$ cat config.mk
export PLATFORM = sky130hd
export DESIGN_NAME = fixed_partition_fit_allocator
export DESIGN_NICKNAME = d
export VERILOG_FILES = /design/src/hdl/fpfa_pkg.sv /design/src/hdl/fixed_partition_fit_allocator.sv /design/src/hdl/fpfa_size_ram.sv /design/src/hdl/fpfa_ctrl.sv
export SDC_FILE = /design/constraint.sdc
export NUM_CORES = 1
export LEC_CHECK = 0
export ABC_AREA = 1
export ABC_CLOCK_PERIOD_IN_PS = 9230
export BUFFER_PORTS_ARGS = -buffer_cell sky130_fd_sc_hd__buf_2
export CAP_MARGIN = 40
export CORE_MARGIN = 4
export CORE_UTILIZATION = 30
export CTS_CLUSTER_SIZE = 8
export DETAILED_ROUTE_END_ITERATION = 10
export GPL_TIMING_DRIVEN = 0
export PLACE_DENSITY_LB_ADDON = 0.25
export SYNTH_ARGS = -nofsm -noshare
export SYNTH_HDL_FRONTEND = slang
export SYNTH_SLANG_ARGS = --single-unit
$ cat constraint.sdc
create_clock -name clk -period 9.23 [get_ports clk]
set_input_delay 0.923 -clock clk [delete_from_list [all_inputs] [get_ports clk]]
set_output_delay 0.923 -clock clk [all_outputs]
set_load 0.02 [all_outputs]
$ cat src/hdl/fpfa_pkg.sv
// Shared types and codes for the fixed partition fit allocator.
`default_nettype none

package fpfa_pkg;

	localparam int OP_W      = 2;
	localparam int VAL_W     = 16;
	localparam int OUT_IDX_W = 4;
	localparam int MODE_W    = 2;

	// Operation codes
	localparam logic [OP_W-1:0] OP_CLEAR = 2'd0;
	localparam logic [OP_W-1:0] OP_LOAD  = 2'd1;
	localparam logic [OP_W-1:0] OP_ALLOC = 2'd2;

	// Fit policy codes
	localparam logic [MODE_W-1:0] MODE_FIRST = 2'd0;
	localparam logic [MODE_W-1:0] MODE_BEST  = 2'd1;
	localparam logic [MODE_W-1:0] MODE_WORST = 2'd2;

	typedef struct packed {
		logic [OP_W-1:0]  operation;
		logic [VAL_W-1:0] size_value;
	} fpfa_req_t;

	typedef struct packed {
		logic                 granted;
		logic [OUT_IDX_W-1:0] partition_index;
		logic [VAL_W-1:0]     partition_size;
	} fpfa_rsp_t;

endpackage

`default_nettype wire

$ cat src/hdl/fixed_partition_fit_allocator.sv
// Fixed partition allocator top level: mode register, controller and result register.
//
// Requests arrive on req_valid/req_ready with a fpfa_req_t payload: clear the
// table, load one partition size at the next free position, or allocate.
// Only an allocate produces a transaction on rsp_valid/rsp_ready (fpfa_rsp_t).
// An allocate walks the loaded entries of the size memory one per cycle, and
// the memory read port sets that pace; with an empty table or an unknown fit
// mode it skips the scan and goes straight to the result. req_ready is low
// while an allocate is in flight. A finished result sits in the output
// register while the next request is taken; if the receiver still holds the
// previous result, the controller keeps the new one until the register frees.
// The fit mode is written through cfg_we/cfg_wdata; the user must write it
// only while idle, as the block itself does not enforce this.
// Reset (arst_n low) empties the table, marks all partitions used, sets first
// fit and drops rsp_valid. Size memory contents are undefined until loaded.
`default_nettype none

module fixed_partition_fit_allocator
	import fpfa_pkg::*;
#(
	parameter int MAX_PARTITIONS = 16,
	parameter int SIZE_BITS      = 16
) (
	input  wire logic              clk,
	input  wire logic              arst_n,
	input  wire logic              req_valid,
	output      logic              req_ready,
	input  wire fpfa_req_t         req,
	output      logic              rsp_valid,
	input  wire logic              rsp_ready,
	output      fpfa_rsp_t         rsp,
	input  wire logic              cfg_we,
	input  wire logic [MODE_W-1:0] cfg_wdata
);

	logic [MODE_W-1:0] fit_mode_q;
	logic              rsp_valid_q;
	fpfa_rsp_t         rsp_q;
	logic              res_valid;
	logic              res_ready;
	fpfa_rsp_t         res;

	// Hold the fit mode
	always_ff @(posedge clk or negedge arst_n) begin
		if (!arst_n) begin
			fit_mode_q <= MODE_FIRST;
		end else if (cfg_we) begin
			fit_mode_q <= cfg_wdata;
		end
	end

	fpfa_ctrl #(
		.MAX_PARTITIONS(MAX_PARTITIONS),
		.SIZE_BITS     (SIZE_BITS)
	) u_ctrl (
		.clk      (clk),
		.arst_n   (arst_n),
		.req_valid(req_valid),
		.req_ready(req_ready),
		.req      (req),
		.fit_mode (fit_mode_q),
		.res_valid(res_valid),
		.res_ready(res_ready),
		.res      (res)
	);

	// Load the result register when it is empty or being drained
	assign res_ready = !rsp_valid_q || rsp_ready;

	always_ff @(posedge clk or negedge arst_n) begin
		if (!arst_n) begin
			rsp_valid_q <= 1'b0;
		end else if (res_valid && res_ready) begin
			rsp_valid_q <= 1'b1;
		end else if (rsp_ready) begin
			rsp_valid_q <= 1'b0;
		end
	end

	always_ff @(posedge clk) begin
		if (res_valid && res_ready) begin
			rsp_q <= res;
		end
	end

	assign rsp_valid = rsp_valid_q;
	assign rsp       = rsp_q;

	// The controller never takes a request while a result is pending
	a_no_req_while_result: assert property (@(posedge clk) disable iff (!arst_n)
		!(req_ready && res_valid))
		else $error("request accepted while a result is pending");

	// A refused allocation carries zero index and size
	a_refused_zero: assert property (@(posedge clk) disable iff (!arst_n)
		(rsp_valid && !rsp.granted) |->
		((rsp.partition_index == '0) && (rsp.partition_size == '0)))
		else $error("refused allocation with nonzero fields");

	// An accepted allocate blocks new requests in the next cycle
	a_alloc_busy: assert property (@(posedge clk) disable iff (!arst_n)
		(req_valid && req_ready && (req.operation == OP_ALLOC)) |=> !req_ready)
		else $error("request taken right after an allocate");

endmodule

`default_nettype wire

$ cat src/hdl/fpfa_size_ram.sv
// Partition size memory: one write port, one registered read port.
`default_nettype none

module fpfa_size_ram #(
	parameter int DEPTH = 16,
	parameter int WIDTH = 16
) (
	input  wire logic                     clk,
	input  wire logic                     wr_en,
	input  wire logic [$clog2(DEPTH)-1:0] wr_addr,
	input  wire logic [WIDTH-1:0]         wr_data,
	input  wire logic                     rd_en,
	input  wire logic [$clog2(DEPTH)-1:0] rd_addr,
	output      logic [WIDTH-1:0]         rd_data
);

	logic [WIDTH-1:0] mem [DEPTH];

	// Write one entry
	always_ff @(posedge clk) begin
		if (wr_en) begin
			mem[wr_addr] <= wr_data;
		end
	end

	// Registered read, updated when the read is enabled
	always_ff @(posedge clk) begin
		if (rd_en) begin
			rd_data <= mem[rd_addr];
		end
	end

endmodule

`default_nettype wire

$ cat src/hdl/fpfa_ctrl.sv
// Allocation controller: table load and clear, free flags, and the fit scan.
`default_nettype none

module fpfa_ctrl
	import fpfa_pkg::*;
#(
	parameter int MAX_PARTITIONS = 16,
	parameter int SIZE_BITS      = 16
) (
	input  wire logic              clk,
	input  wire logic              arst_n,
	input  wire logic              req_valid,
	output      logic              req_ready,
	input  wire fpfa_req_t         req,
	input  wire logic [MODE_W-1:0] fit_mode,
	output      logic              res_valid,
	input  wire logic              res_ready,
	output      fpfa_rsp_t         res
);

	localparam int IDX_W = $clog2(MAX_PARTITIONS);
	localparam int CNT_W = $clog2(MAX_PARTITIONS + 1);

	localparam logic [1:0] ST_IDLE   = 2'd0;
	localparam logic [1:0] ST_SCAN   = 2'd1;
	localparam logic [1:0] ST_FINISH = 2'd2;

	logic [1:0]                state_q;
	logic [CNT_W-1:0]          count_q;
	logic [MAX_PARTITIONS-1:0] free_q;
	logic [CNT_W-1:0]          issue_cnt_q;
	logic [MODE_W-1:0]         mode_q;
	logic [SIZE_BITS-1:0]      req_size_q;
	logic                      found_q;
	logic [IDX_W-1:0]          pick_q;
	logic [SIZE_BITS-1:0]      pick_size_q;
	logic                      valid_s1;
	logic                      last_s1;
	logic [IDX_W-1:0]          idx_s1;

	logic                       accept;
	logic                       issuing;
	logic                       load_ok;
	logic                       mode_known;
	logic                       hit;
	logic                       better;
	logic [SIZE_BITS-1:0]       rd_data;
	logic [SIZE_BITS+VAL_W-1:0] in_ext;
	logic [SIZE_BITS-1:0]       in_size;
	logic [IDX_W+OUT_IDX_W-1:0] pick_ext;
	logic [SIZE_BITS+VAL_W-1:0] size_ext;

	assign req_ready = (state_q == ST_IDLE);
	assign accept    = req_valid && req_ready;
	assign issuing   = (state_q == ST_SCAN) && (issue_cnt_q < count_q);
	assign load_ok   = (count_q < CNT_W'(MAX_PARTITIONS));
	assign mode_known = (fit_mode == MODE_FIRST) || (fit_mode == MODE_BEST)
		|| (fit_mode == MODE_WORST);

	// Fold the request size into the stored width
	assign in_ext  = {{SIZE_BITS{1'b0}}, req.size_value};
	assign in_size = in_ext[SIZE_BITS-1:0];

	fpfa_size_ram #(
		.DEPTH(MAX_PARTITIONS),
		.WIDTH(SIZE_BITS)
	) u_size_ram (
		.clk    (clk),
		.wr_en  (accept && (req.operation == OP_LOAD) && load_ok),
		.wr_addr(count_q[IDX_W-1:0]),
		.wr_data(in_size),
		.rd_en  (issuing),
		.rd_addr(issue_cnt_q[IDX_W-1:0]),
		.rd_data(rd_data)
	);

	// Compare the entry coming back from memory
	assign hit = valid_s1 && free_q[idx_s1] && (rd_data >= req_size_q);
	always_comb begin
		better = 1'b0;
		case (mode_q)
			MODE_BEST:  better = rd_data < pick_size_q;
			MODE_WORST: better = rd_data > pick_size_q;
			default:    better = 1'b0;
		endcase
	end

	// Shape the result
	assign pick_ext = {{OUT_IDX_W{1'b0}}, pick_q};
	assign size_ext = {{VAL_W{1'b0}}, pick_size_q};
	assign res_valid = (state_q == ST_FINISH);
	always_comb begin
		res = '0;
		if (found_q) begin
			res.granted         = 1'b1;
			res.partition_index = pick_ext[OUT_IDX_W-1:0];
			res.partition_size  = size_ext[VAL_W-1:0];
		end
	end

	// Sequence operations, track the table and run the scan
	always_ff @(posedge clk or negedge arst_n) begin
		if (!arst_n) begin
			state_q     <= ST_IDLE;
			count_q     <= '0;
			free_q      <= '0;
			issue_cnt_q <= '0;
			valid_s1    <= 1'b0;
			found_q     <= 1'b0;
		end else begin
			valid_s1 <= issuing;
			if (issuing) begin
				issue_cnt_q <= issue_cnt_q + CNT_W'(1);
			end
			unique case (state_q)
				ST_IDLE: begin
					if (accept) begin
						unique case (req.operation)
							OP_CLEAR: begin
								count_q <= '0;
								free_q  <= '0;
							end
							OP_LOAD: begin
								if (load_ok) begin
									free_q[count_q[IDX_W-1:0]] <= 1'b1;
									count_q <= count_q + CNT_W'(1);
								end
							end
							OP_ALLOC: begin
								found_q     <= 1'b0;
								issue_cnt_q <= '0;
								if (!mode_known || (count_q == '0)) begin
									state_q <= ST_FINISH;
								end else begin
									state_q <= ST_SCAN;
								end
							end
							default: begin
							end
						endcase
					end
				end
				ST_SCAN: begin
					if (hit && (!found_q || better)) begin
						found_q <= 1'b1;
					end
					if (valid_s1 && last_s1) begin
						state_q <= ST_FINISH;
					end
				end
				ST_FINISH: begin
					if (res_ready) begin
						if (found_q) begin
							free_q[pick_q] <= 1'b0;
						end
						state_q <= ST_IDLE;
					end
				end
				default: begin
					state_q <= ST_IDLE;
				end
			endcase
		end
	end

	// Hold request payload, tag read data, and keep the current pick
	always_ff @(posedge clk) begin
		idx_s1  <= issue_cnt_q[IDX_W-1:0];
		last_s1 <= (issue_cnt_q == count_q - CNT_W'(1));
		if (accept) begin
			mode_q     <= fit_mode;
			req_size_q <= in_size;
		end
		if ((state_q == ST_SCAN) && hit && (!found_q || better)) begin
			pick_q      <= idx_s1;
			pick_size_q <= rd_data;
		end
	end

endmodule

`default_nettype wire

; ---- Word-level counts from Yosys, hierarchy flattened
; Memories as Yosys holds them, arrays and structs flattened. A register that Yosys moved wholly into a read port is not among the register bits.
; Index checks and enable logic that the tools add are counted.
; W data, S select, Z words.
[word_totals]
mem_bits_rw = 256
inputBits = 25
reg_bits = 97
out_inout_bits = 23
n_memories = 1
[mem_list]
columns = memory, words, width, rd, rd_ports_with_merged_regs, wr, line_no
row1 = u_ctrl.u_size_ram.mem, 16, 16, 1, 1, 1, fpfa_size_ram.sv:17  ; logic [WIDTH-1:0] mem [DEPTH];
[op_classes]
eq_ne = 18
n_mux = 34
reduce_logical = 33
addsub = 3
n_bitwise = 3
magnitude_cmp = 10
[op_table]
columns = cell, count
row1 = $mux W16, 4
row2 = $pmux W16 S2, 2
row3 = $mux W5, 5
row4 = $mux W21, 1
row5 = $and A16 B16 Y16, 1
row6 = $ge A16 B16 Y1, 1
row7 = $gt A16 B16 Y1, 1
row8 = $lt A16 B16 Y1, 1
row9 = $not A16 Y16, 1
row10 = $or A16 B16 Y16, 1
row11 = $lt A4 B5 Y1 const B, 3
row12 = $logic_and A1 B1 Y1, 13
row13 = $reduce_and A4 Y1, 3
row14 = $add A5 B1 Y5 const B, 2
row15 = $mux W1, 10
row16 = $mux W2, 5
row17 = $pmux W5 S2, 1
row18 = $demux W1 S4, 2
row19 = $eq A2 B1 Y1 const B, 4
row20 = $eq A2 B2 Y1 const B, 4
row21 = $ge A4 B1 Y1 const B, 2
row22 = $ne A2 B2 Y1 const B, 4
row23 = $reduce_bool A2 Y1, 4
row24 = $logic_not A2 Y1, 3
row25 = 13 further kinds, 23

; ---- Logic depth before layout (Yosys ltp)
; Gate-level depths: netlist of the first run.
[depth]
depth_word = 9
depth_mapped = 16
ltp_nobuf = 16

; ---- Hierarchy
; From an unflattened synthesis of the first run, not the netlist that was laid out.
[unflattened]
cells_unflattened = 1603
area_unflattened_um2 = 16588.4
[by_module_without_submodules]
columns = mod, cells_per_inst, area_each_um2, n_inst
row1 = fpfa_size_ram, 1074, 11541.1, 1
row2 = fpfa_ctrl, 494, 4296.6, 1
row3 = fixed_partition_fit_allocator, 35, 750.7, 1

; ---- Worst setup path after synthesis of the first run
; No wires, ideal clock.
[synth_path]
path_type = input -> register
from = in req_valid
to = mem u_ctrl.u_size_ram.mem[10][0] (enable)
t_arrival_ns = 2.965
stages = 5
required_time_ns = 8.821
path_slack_ns = 5.856
cell_sequence = nand2_2 -> inv_1 -> nand3_4 -> buf_6 -> nor3_1
[synth_via]
elab_chain_cells = 5
[synth_rtl]
columns = element, line_no
row1 = from (decl), fixed_partition_fit_allocator.sv:26  ; input wire logic req_valid,
row2 = $logic_and A1 B1 Y1, fpfa_ctrl.sv:54  ; assign accept = req_valid && req_ready;
row3 = net u_ctrl.accept, fpfa_ctrl.sv:41  ; logic accept;
row4 = $logic_and A1 B1 Y1 (2 in series), fpfa_ctrl.sv:69  ; .wr_en (accept && (req.operation == OP_LOAD) && load_ok),
row5 = $mux W1, fpfa_size_ram.sv:21  ; if (wr_en) begin
row6 = $mux W1 (not written as such), fpfa_size_ram.sv:22  ; mem[wr_addr] <= wr_data;
row7 = to (decl), fpfa_size_ram.sv:17
; The timed path passes the listed nets, and every way through them passes these cells.

; ---- Worst setup path in the final report of the first run
[layout_path]
from = reg u_ctrl.issue_cnt_q[0]
to = reg u_ctrl.issue_cnt_q[4]
[layout_via]
elab_chain_cells = 6
[layout_rtl]
columns = element, line_no
row1 = from (decl), fpfa_ctrl.sv:31  ; logic [CNT_W-1:0] issue_cnt_q;
row2 = from (signal assigned), fpfa_ctrl.sv:113  ; issue_cnt_q <= issue_cnt_q + CNT_W'(1);
row3 = $lt A5 B5 Y1 *, fpfa_ctrl.sv:55  ; assign issuing = (state_q == ST_SCAN) && (issue_cnt_q < count_q);
row4 = $logic_and A1 B1 Y1 *, fpfa_ctrl.sv:55
row5 = net u_ctrl.issuing, fpfa_ctrl.sv:42  ; logic issuing;
row6 = $mux W5 *, fpfa_ctrl.sv:112  ; if (issuing) begin
row7 = $mux W5, fpfa_ctrl.sv:118  ; unique case (req.operation)
row8 = $mux W5, fpfa_ctrl.sv:117  ; if (accept) begin
row9 = $mux W5 *, fpfa_ctrl.sv:115  ; unique case (state_q)
; The timed path passes the listed nets; every way through them passes the cells marked *.
; A chain may end at the register's enable or synchronous reset.

==> qor.csv, run 1 <==
metric,value,unit
Final Non-Filler Cells,2088,
worst r2r dst,u_ctrl.issue_cnt_q[4],
crit end category,register,
Die Footprint,0.0554,sq mm
Worst-Skew Late Latency,0.59,ns
max frequency,0.340,GHz
Max-Cap Viols,0,
Hold Crit Class,in -> async,
minimum clock period,2.94,ns
drt total wl,41900,um
Final Worst Setup Slack,6.29,ns
WL/cell,20.1,um
row cnt,83,
Worst-path clk slew,0.05,ns
Synth async-reset ratio,0.0894,
CTS tree,built,
Post-CTS Hold Buffers,0,
synth unique cells,42,
I/O pin count,48,
Die Span Y,235,um
RD Place Congestion,0.892,
die width,235,um
Synth Flop Type,edfxtp_1,
crit path DAT,3.39,ns
antenna violations before repair,0,
total power,5.67,mW
vias in the first global route,10100,
Yosys top cell area share,0.641,
H-tree Lvls,2,
largest area contributor in the netlist,edfxtp_1,
Crit-path slowest cell,inv_1,
total iterations of the first detailed-routing run,7,
dpl cells,2012,
largest net degree at the start of global routing,34,
clock sink total,369,
ANT nets after route,0,
Synth warnings,0,
ratio of final minimum period to clock period,0.318,
first-iteration detailed-routing DRC count,1091,
worst reg2reg path depth,12,
RSZ-0062 raised after global routing,false,
register area share after synthesis,0.701,
setup violators final,0,
Vias/cell,4.84,
Post-Place Cell Area,0.0169,sq mm
"slowest stage delay, CP",0.58,ns
first-pass GRT wire length,63800,um
maximum VDD drop,0.168,mV
Worst Path Max Fanout,20,
max-slew violation count,0,
IO buf count,47,
internal reg-to-reg setup slack,6.29,ns
Post-CTS Setup Bufs,0,
status,finished clean,
WP data required,9.69,ns
"Net Count, Synth",1330,
final setup TNS,0,ns
Least-Margin Pin Slew,0.849,ns
Clock Skews,0.0183,ns
top post-synthesis cells by area,"edfxtp_1 64%, dfrtp_1 5.3%, o21ai_0 5.1%",
Worst Setup SP,u_ctrl.issue_cnt_q[0],
Pleak,6.72,nW
most frequent cells after synthesis,"331 x edfxtp_1, 178 x nor2_1, 158 x o21ai_0",
Fin. Hold Viols,0,
share of layout cells above drive strength 1,0.142,
via count,10100,
Yosys reg bits,369,
GR Overflow Total,0,
clock tree buffer depth,3,
cts bufs inserted,52,
crit-path cells,"buf_4, inv_2, buf_6, buf_2, ha_1, inv_1, nand4_1, nand3_2, inv_1, nand3_1, xor2_1, nor2_1",
Post-Synthesis Cells,1261,
mapped cell area,0.0155,sq mm
"Avg Cell Area, Syn",12.3,sq um
power per cell area,308,mW/mm^2
pre-CTS setup slack,5.94,ns
GRT Total Usage,0.149,
Nets,1456,
Finished Cell Area,0.0184,sq mm
Area growth syn-to-layout,18.6,%
CP Class,reg -> reg,
crit path launch type,register,
reg-to-reg startpoint,u_ctrl.issue_cnt_q[0],
Post-synth EDFFs,331,
ANT cells,0,
"most used cell, CP",inv_1,
Root Buffer,clkbuf_16,
Core Area,0.0512,sq mm
"count leader, synth",edfxtp_1,
relative slew slack,0.431,
Resize count post-CTS,0,
detailed-placement wirelength estimate,28700,um
number of remaining DRC errors,0,
Starting Density,0.303,
fill count,4981,
routing by layer:
metal	up-vias	part of all wire	GRT usage
met2	317	0.46	0.237
met5	-	0	0
met1	4963	0.46	0.209
li1	4773	-	-
met4	0	0.023	0.0406
met3	58	0.060	0.0294
layout make-up:
type,count,area (sq um),share of cell area
buffer,58,292,0.0159
tap,680,851,0.0463
timing repair buffer,72,515,0.0280
clock buffer,70,1370,0.0744
multi-input combinational,723,4000,0.217
inverter,111,418,0.0227
sequential,369,10900,0.591
clock inverter,5,80.1,0.00435
state kept, by name, indices dropped and copies added (netlist names), 5 cells and up:
register / flops
u_ctrl.pick_size_q: 16
u_ctrl.u_size_ram.mem: 256
u_ctrl.issue_cnt_q: 5
u_ctrl.free_q: 16
u_ctrl.u_size_ram.rd_data: 16
u_ctrl.count_q: 5
rsp: 21
u_ctrl.req_size_q: 16
critical path: cells and delay by family (launching register included):
kind / cells / cell delay (ns)
XOR/XNOR: 1 / 0.18
flip-flops: 1 / 0.49
adder cells (fa/ha/maj): 1 / 0.19
AND/OR/NAND/NOR: 4 / 0.50
buffers and inverters: 6 / 1.44
worst max-delay path by stage:
stage          depth (start not counted)                            to
2_1_floorplan                          5  u_ctrl.u_size_ram.mem[10][0]
4_1_cts                               12         u_ctrl.issue_cnt_q[4]
3_3_place_gp                           6  u_ctrl.u_size_ram.mem[10][4]
6_report                              12         u_ctrl.issue_cnt_q[4]
5_1_grt                               12         u_ctrl.issue_cnt_q[2]
3_5_place_dp                           7   u_ctrl.u_size_ram.mem[6][0]
power by group:
part	internal (mW)	switching [mW]
Clock	1.05	0.689
Sequential	2.03	0.117
Combinational	0.518	1.27
per-stage QoR:
stage	util	hold WS [ns]
finish	0.359	0.415
global route	0.359	0.443
CTS	0.359	0.424
detailed placement	0.331	0.410
global placement	0.324	0.435
floorplan	-	0.368
logic make-up after synthesis:
logic type / share of synthesized area
mux: 0.00145
fa+ha+maj: 0.0355
simple gates: 0.0999
buf+inv: 0.0458
flops: 0.701
compound gates: 0.113
xor+xnor: 0.00283
placed cells by master, fill, tap and decap left out, types with 3 or more instances in the layout:
master     synthesis  layout
nor3_2             2      11
ha_1              44      44
clkbuf_1          34      52
inv_1            105     105
a21oi_1           44      44
buf_4              4      17
nand2_1          120     120
o22ai_1           40      40
buf_2             16      63
inv_2              3       3
o21ai_1            3       3
nand4_1            4       4
nor2_4             3       3
clkbuf_16          0      52
nand2_2            3       3
o221ai_1          26      26
buf_8              0       4
o21ai_0          158     158
edfxtp_1         331     331
a21oi_2           10      10
o211ai_1           8       8
xor2_1             5       5
dfxtp_1            5       5
nor2_2             2       5
dfrtp_1           33      33
nor2_1           178     175
nand3_1           43      43
buf_6              3       9
(Power assumes the default switching activity.)
==> inputs of run 2 (changes only) <==
ABC_CLOCK_PERIOD_IN_PS = 2700   (was 9230)
clock period = 2.7 ns   (was 9.23 ns; I/O delays follow)
==> qor.csv, run 2 (same netlist as run 1, synthesis figures left out) <==
metric,value,unit
status,finished clean,
Pleak,6.78,nW
H-tree Lvls,2,
Worst-Skew Late Latency,0.60,ns
minimum clock period,2.68,ns
Least-Margin Pin Slew,0.815,ns
Crit-path slowest cell,clkbuf_1,
IO buf count,47,
RSZ-0062 raised after global routing,false,
GRT Total Usage,0.149,
antenna violations before repair,0,
Post-Place Cell Area,0.0169,sq mm
I/O pin count,48,
Max-Cap Viols,0,
first-pass GRT wire length,63900,um
most flop-heavy register,u_ctrl.u_size_ram.mem,
max frequency,0.373,GHz
Clock Skews,0.0184,ns
Fin. Hold Viols,0,
drt total wl,42100,um
WP data required,2.97,ns
Hold Crit Class,in -> reg,
Final Core Density,0.362,
cts bufs inserted,52,
clock tree buffer depth,3,
Vias/cell,4.85,
Die Span Y,235,um
via count,10200,
total power,19.5,mW
relative slew slack,0.457,
Root Buffer,clkbuf_16,
power per cell area,1050,mW/mm^2
ANT cells,0,
Area growth syn-to-layout,19.5,%
most frequent cells in the layout,"331 x edfxtp_1, 175 x nor2_1, 158 x o21ai_0",
die width,235,um
CP Class,reg -> reg,
number of remaining DRC errors,0,
final setup TNS,0,ns
crit path launch type,register,
share of layout cells above drive strength 1,0.146,
Worst Path Max Fanout,10,
"slowest stage delay, CP",0.66,ns
crit end category,register,
GR Overflow Total,0,
crit-path cells,"buf_2, inv_1, clkbuf_1, o221ai_1, nand3_1, nand3_1",
first-iteration detailed-routing DRC count,1026,
Core Area,0.0512,sq mm
CTS tree,built,
Largest register FFs,256,
maximum VDD drop,0.574,mV
vias in the first global route,10100,
Nets,1465,
Worst-path clk slew,0.05,ns
ANT nets after route,0,
RD Place Congestion,0.892,
ratio of final minimum period to clock period,0.992,
"most common cell after layout, fill and taps aside",edfxtp_1,
"most used cell, CP",nand3_1,
Starting Density,0.303,
row cnt,83,
cell depth of the worst hold path,5,
total iterations of the first detailed-routing run,5,
worst reg2reg path depth,6,
Die Footprint,0.0554,sq mm
largest net degree at the start of global routing,34,
max-slew violation count,0,
crit path DAT,2.95,ns
detailed-placement wirelength estimate,28700,um
clock sink total,369,
WL/cell,20.1,um
dpl cells,2012,
Finished Cell Area,0.0185,sq mm
setup violators final,0,
Final Non-Filler Cells,2097,
[run 2: changes by cell type in the layout (fill, tap and decap cells not counted), sizes merged]
cell	previous run	this run
clkinvlp	0	4
dlygate4sd3	0	6
inv	110	108
buf	96	97
[run 2: repair_timing]
item	4_1_cts	5_1_grt
gates cloned	0	2
buffers inserted	1	1
pin swaps	1	0
setup endpoints to repair	51	73
endpoints found under the hold margin	36	0
hold buffers	6	0
resized for setup	5	7
[run 2: layout make-up]
type | count | area (sq um)
fillers | 4971 | 32700
flip-flops and latches | 369 | 10900
multi-input cells | 723 | 4030
clock buffers | 70 | 1370
well taps | 680 | 851
repair buffers | 79 | 587
inverters | 111 | 425
plain buffers | 58 | 292
clock inverters | 5 | 80.1
repair inverters | 2 | 15.0
[run 2: per-stage QoR]
| step | worst slack, ns | hold WS [ns] |
|---|---|---|
| after floorplan | -0.490 | -0.0256 |
| after global placement | -1.92 | 0.401 |
| final | 0.0204 | 0.0585 |
| after global routing | 0.00785 | 0.0715 |
| after CTS | -0.00332 | 0.0336 |
| after detailed placement | -0.286 | 0.409 |
[run 2: worst max-delay path: cells and delay by family, from the launching register on]
kind	cells	cell delay (ns)
buffers and inverters	3	1.08
and+or+nand+nor	2	0.51
DFF	1	0.40
AOI/OAI and AO/OA	1	0.36
[run 2: report_power, final]
part	internal [mW]	leakage (nW)	switching, mW	total, mW
Clock	3.58	0.701	2.36	5.94
Sequential	6.94	3.47	0.406	7.34
Combinational	1.80	2.61	4.38	6.18
[run 2: metal layers]
metal | share of wire | GRT usage
met3 | 0.056 | 0.0294
met4 | 0.024 | 0.0406
met1 | 0.46 | 0.209
met5 | 0 | 0
met2 | 0.46 | 0.237
[run 2: path summary, 6_finish.rpt]
| path | slack (ns) | to | start |
|---|---|---|---|
| setup / recovery | 0.02 | u_ctrl.u_size_ram.rd_data[4] | u_ctrl.issue_cnt_q[2] |
| hold / removal | 0.06 | u_ctrl.state_q[1] | req_valid |
| setup reg to reg | 0.02 | u_ctrl.u_size_ram.rd_data[4] | u_ctrl.issue_cnt_q[2] |
| hold reg to reg | 0.43 | u_ctrl.idx_s1[2] | u_ctrl.issue_cnt_q[2] |
| max in group asynchronous | 1.83 | u_ctrl.issue_cnt_q[0] | arst_n |
| min in group asynchronous | 0.30 | u_ctrl.state_q[1] | arst_n |
==> inputs of run 3 (changes only) <==
SYNTH_HIERARCHICAL = 1   (was default)
==> qor.csv, run 3 <==
metric,value,unit
status,finished clean,
"Avg Cell Area, Syn",10.3,sq um
power per cell area,980,mW/mm^2
first-pass GRT wire length,66500,um
NetSw,6.84,mW
cts bufs inserted,52,
Comb pwr share,0.318,
max-slew violation count,0,
Int Pwr,12.2,mW
Clk pwr share,0.301,
top post-synthesis cells by area,"edfxtp_1 60%, nand2_1 9.9%, inv_1 6.8%",
share of layout cells above drive strength 1,0.117,
Die Footprint,0.0591,sq mm
setup violators final,0,
largest net degree at the start of global routing,34,
maximum VDD drop,0.459,mV
total iterations of the first detailed-routing run,5,
most frequent cells after synthesis,"436 x nand2_1, 331 x edfxtp_1, 302 x inv_1",
row cnt,85,
"count leader, synth",nand2_1,
Worst Path Max Fanout,10,
detailed-placement wirelength estimate,30500,um
crit end category,register,
Post-Synthesis Cells,1603,
Worst-path clk slew,0.05,ns
clock tree buffer depth,3,
GRT Total Usage,0.147,
IO buf count,47,
WL/cell,18.1,um
RD Place Congestion,0.823,
first-iteration detailed-routing DRC count,812,
Least-Margin Pin Slew,0.824,ns
synth unique cells,40,
RSZ-0062 raised after global routing,false,
"most common cell after layout, fill and taps aside",nand2_1,
CP Class,reg -> reg,
Yosys top cell area share,0.599,
sequential share of power,0.381,
Nets,1798,
Worst-Skew Late Latency,0.57,ns
die width,243,um
register area share after synthesis,0.655,
H-tree Lvls,2,
ratio of final minimum period to clock period,0.946,
drt total wl,44100,um
ANT nets after route,0,
"Net Count, Synth",1672,
antenna violations before repair,1,
Post-synth EDFFs,331,
Root Buffer,clkbuf_16,
Yosys reg bits,369,
minimum clock period,2.55,ns
Die Span Y,243,um
Synth Flop Type,edfxtp_1,
most flop-heavy register,u_ctrl/u_size_ram/mem,
Synth warnings,6,
most frequent cells in the layout,"436 x nand2_1, 331 x edfxtp_1, 300 x inv_1",
I/O pin count,48,
Synth async-reset ratio,0.0894,
Starting Density,0.306,
Hold Crit Class,in -> reg,
GR Overflow Total,0,
worst hold slack,0.0584,ns
crit path DAT,2.83,ns
ANT cells,0,
total power,19.0,mW
Max-Cap Viols,0,
crit path launch type,register,
Largest register FFs,256,
Pleak,8.40,nW
Clock Skews,0.0132,ns
max frequency,0.392,GHz
CTS tree,built,
Core Area,0.0542,sq mm
WP data required,2.97,ns
final setup TNS,0,ns
via count,11200,
mapped cell area,0.0166,sq mm
clock sink total,369,
Area growth syn-to-layout,17.1,%
relative slew slack,0.451,
switching part of the total,0.359,
vias in the first global route,10900,
internal reg-to-reg setup slack,0.15,ns
Fin. Hold Viols,0,
largest area contributor in the netlist,edfxtp_1,
number of remaining DRC errors,0,
Vias/cell,4.62,
## run 3: cell types whose count changed after synthesis, moves of 7 or more
cell / delta
nand2_1: +316
inv_1: +197
nand3_1: +167
o21ai_0: -137
nor2_1: -125
o22ai_1: -38
o221ai_1: -26
clkbuf_1: -20
buf_4: +15
a21oi_2: -10
nor3_1: -8
a21oi_1: +7
## run 3: worst max-delay path, stage by stage (launching register included)
cell and delay [ns]:
dfrtp_1 0.46, nor2_4 0.17, nand2_2 0.11, nor3_1 0.13, buf_2 0.23, nand3b_1 0.22
nor2_2 0.69, buf_6 0.24
## run 3: timing repair
item / 4_1_cts / 5_1_grt
setup buffers: 0 / 2
setup endpoints to repair: 19 / 23
cloned: 0 / 1
hold buffers: 4 / 0
resized for setup: 2 / 3
endpoints found under the hold margin: 35 / 0
## run 3: final cells by class
type	count	area, sq um
clock inverter	1	8.76
inverter	307	1160
sequential	369	10900
timing repair inverter	1	7.51
fill	5344	34800
timing repair buffer	71	532
buffer	59	349
clock buffer	65	1370
multi-input combinational	868	4270
tap	696	871
## run 3: cell families (layout without fill, tap and decap cells)
family,count (synthesis),count (layout),synth area share
xor+xnor,6,6,0.00317
flops,369,369,0.655
compound gates,97,97,0.0333
buf+inv,366,504,0.0905
fa+ha+maj,44,44,0.0332
simple gates,721,721,0.185
## run 3: metal layers
| metal | track usage | vias up | wire [um] |
|---|---|---|---|
| li1 | - | 5460 | - |
| met1 | 0.197 | 5393 | 19700 |
| met2 | 0.238 | 318 | 20300 |
| met3 | 0.0308 | 75 | 2780 |
| met4 | 0.0521 | 2 | 1360 |
| met5 | 0 | - | 7 |
## run 3: worst paths after layout
check / cells after the start / endpoint / from
max in group asynchronous: 2 / u_ctrl/count_q[3] / arst_n
worst min register to register: 0 / u_ctrl/pick_q[1] / u_ctrl/idx_s1[1]
min in group asynchronous: 2 / u_ctrl/free_q[10] / arst_n
worst max register to register: 7 / u_ctrl/u_size_ram/mem[7][6] / u_ctrl/state_q[1]
worst max-delay path: 7 / u_ctrl/u_size_ram/mem[7][6] / u_ctrl/state_q[1]
worst min-delay path: 4 / rsp_valid / rsp_ready
## run 3: power by group through the flow
stage                     registers, mW  logic [mW]  clock network, mW
final                              7.25        6.05               5.74
after global routing               7.30        6.71               6.13
after CTS                          7.25        6.02               5.90
after detailed placement           7.36        5.98                  0
after global placement             7.34        5.90                  0
after floorplan                    7.31        3.81                  0
## run 3: metrics by stage
| step | area, sq um | setup slack, ns | util | std cells |
|---|---|---|---|---|
| after floorplan | 16600 | 0.221 | - | 1603 |
| final | 19400 | 0.147 | 0.358 | 2437 |
| after CTS | 19400 | 0.0459 | 0.358 | 2434 |
| after global placement | 17700 | -0.981 | 0.326 | 2346 |
| after global routing | 19400 | 0.0316 | 0.358 | 2437 |
| after detailed placement | 18000 | -0.272 | 0.331 | 2364 |
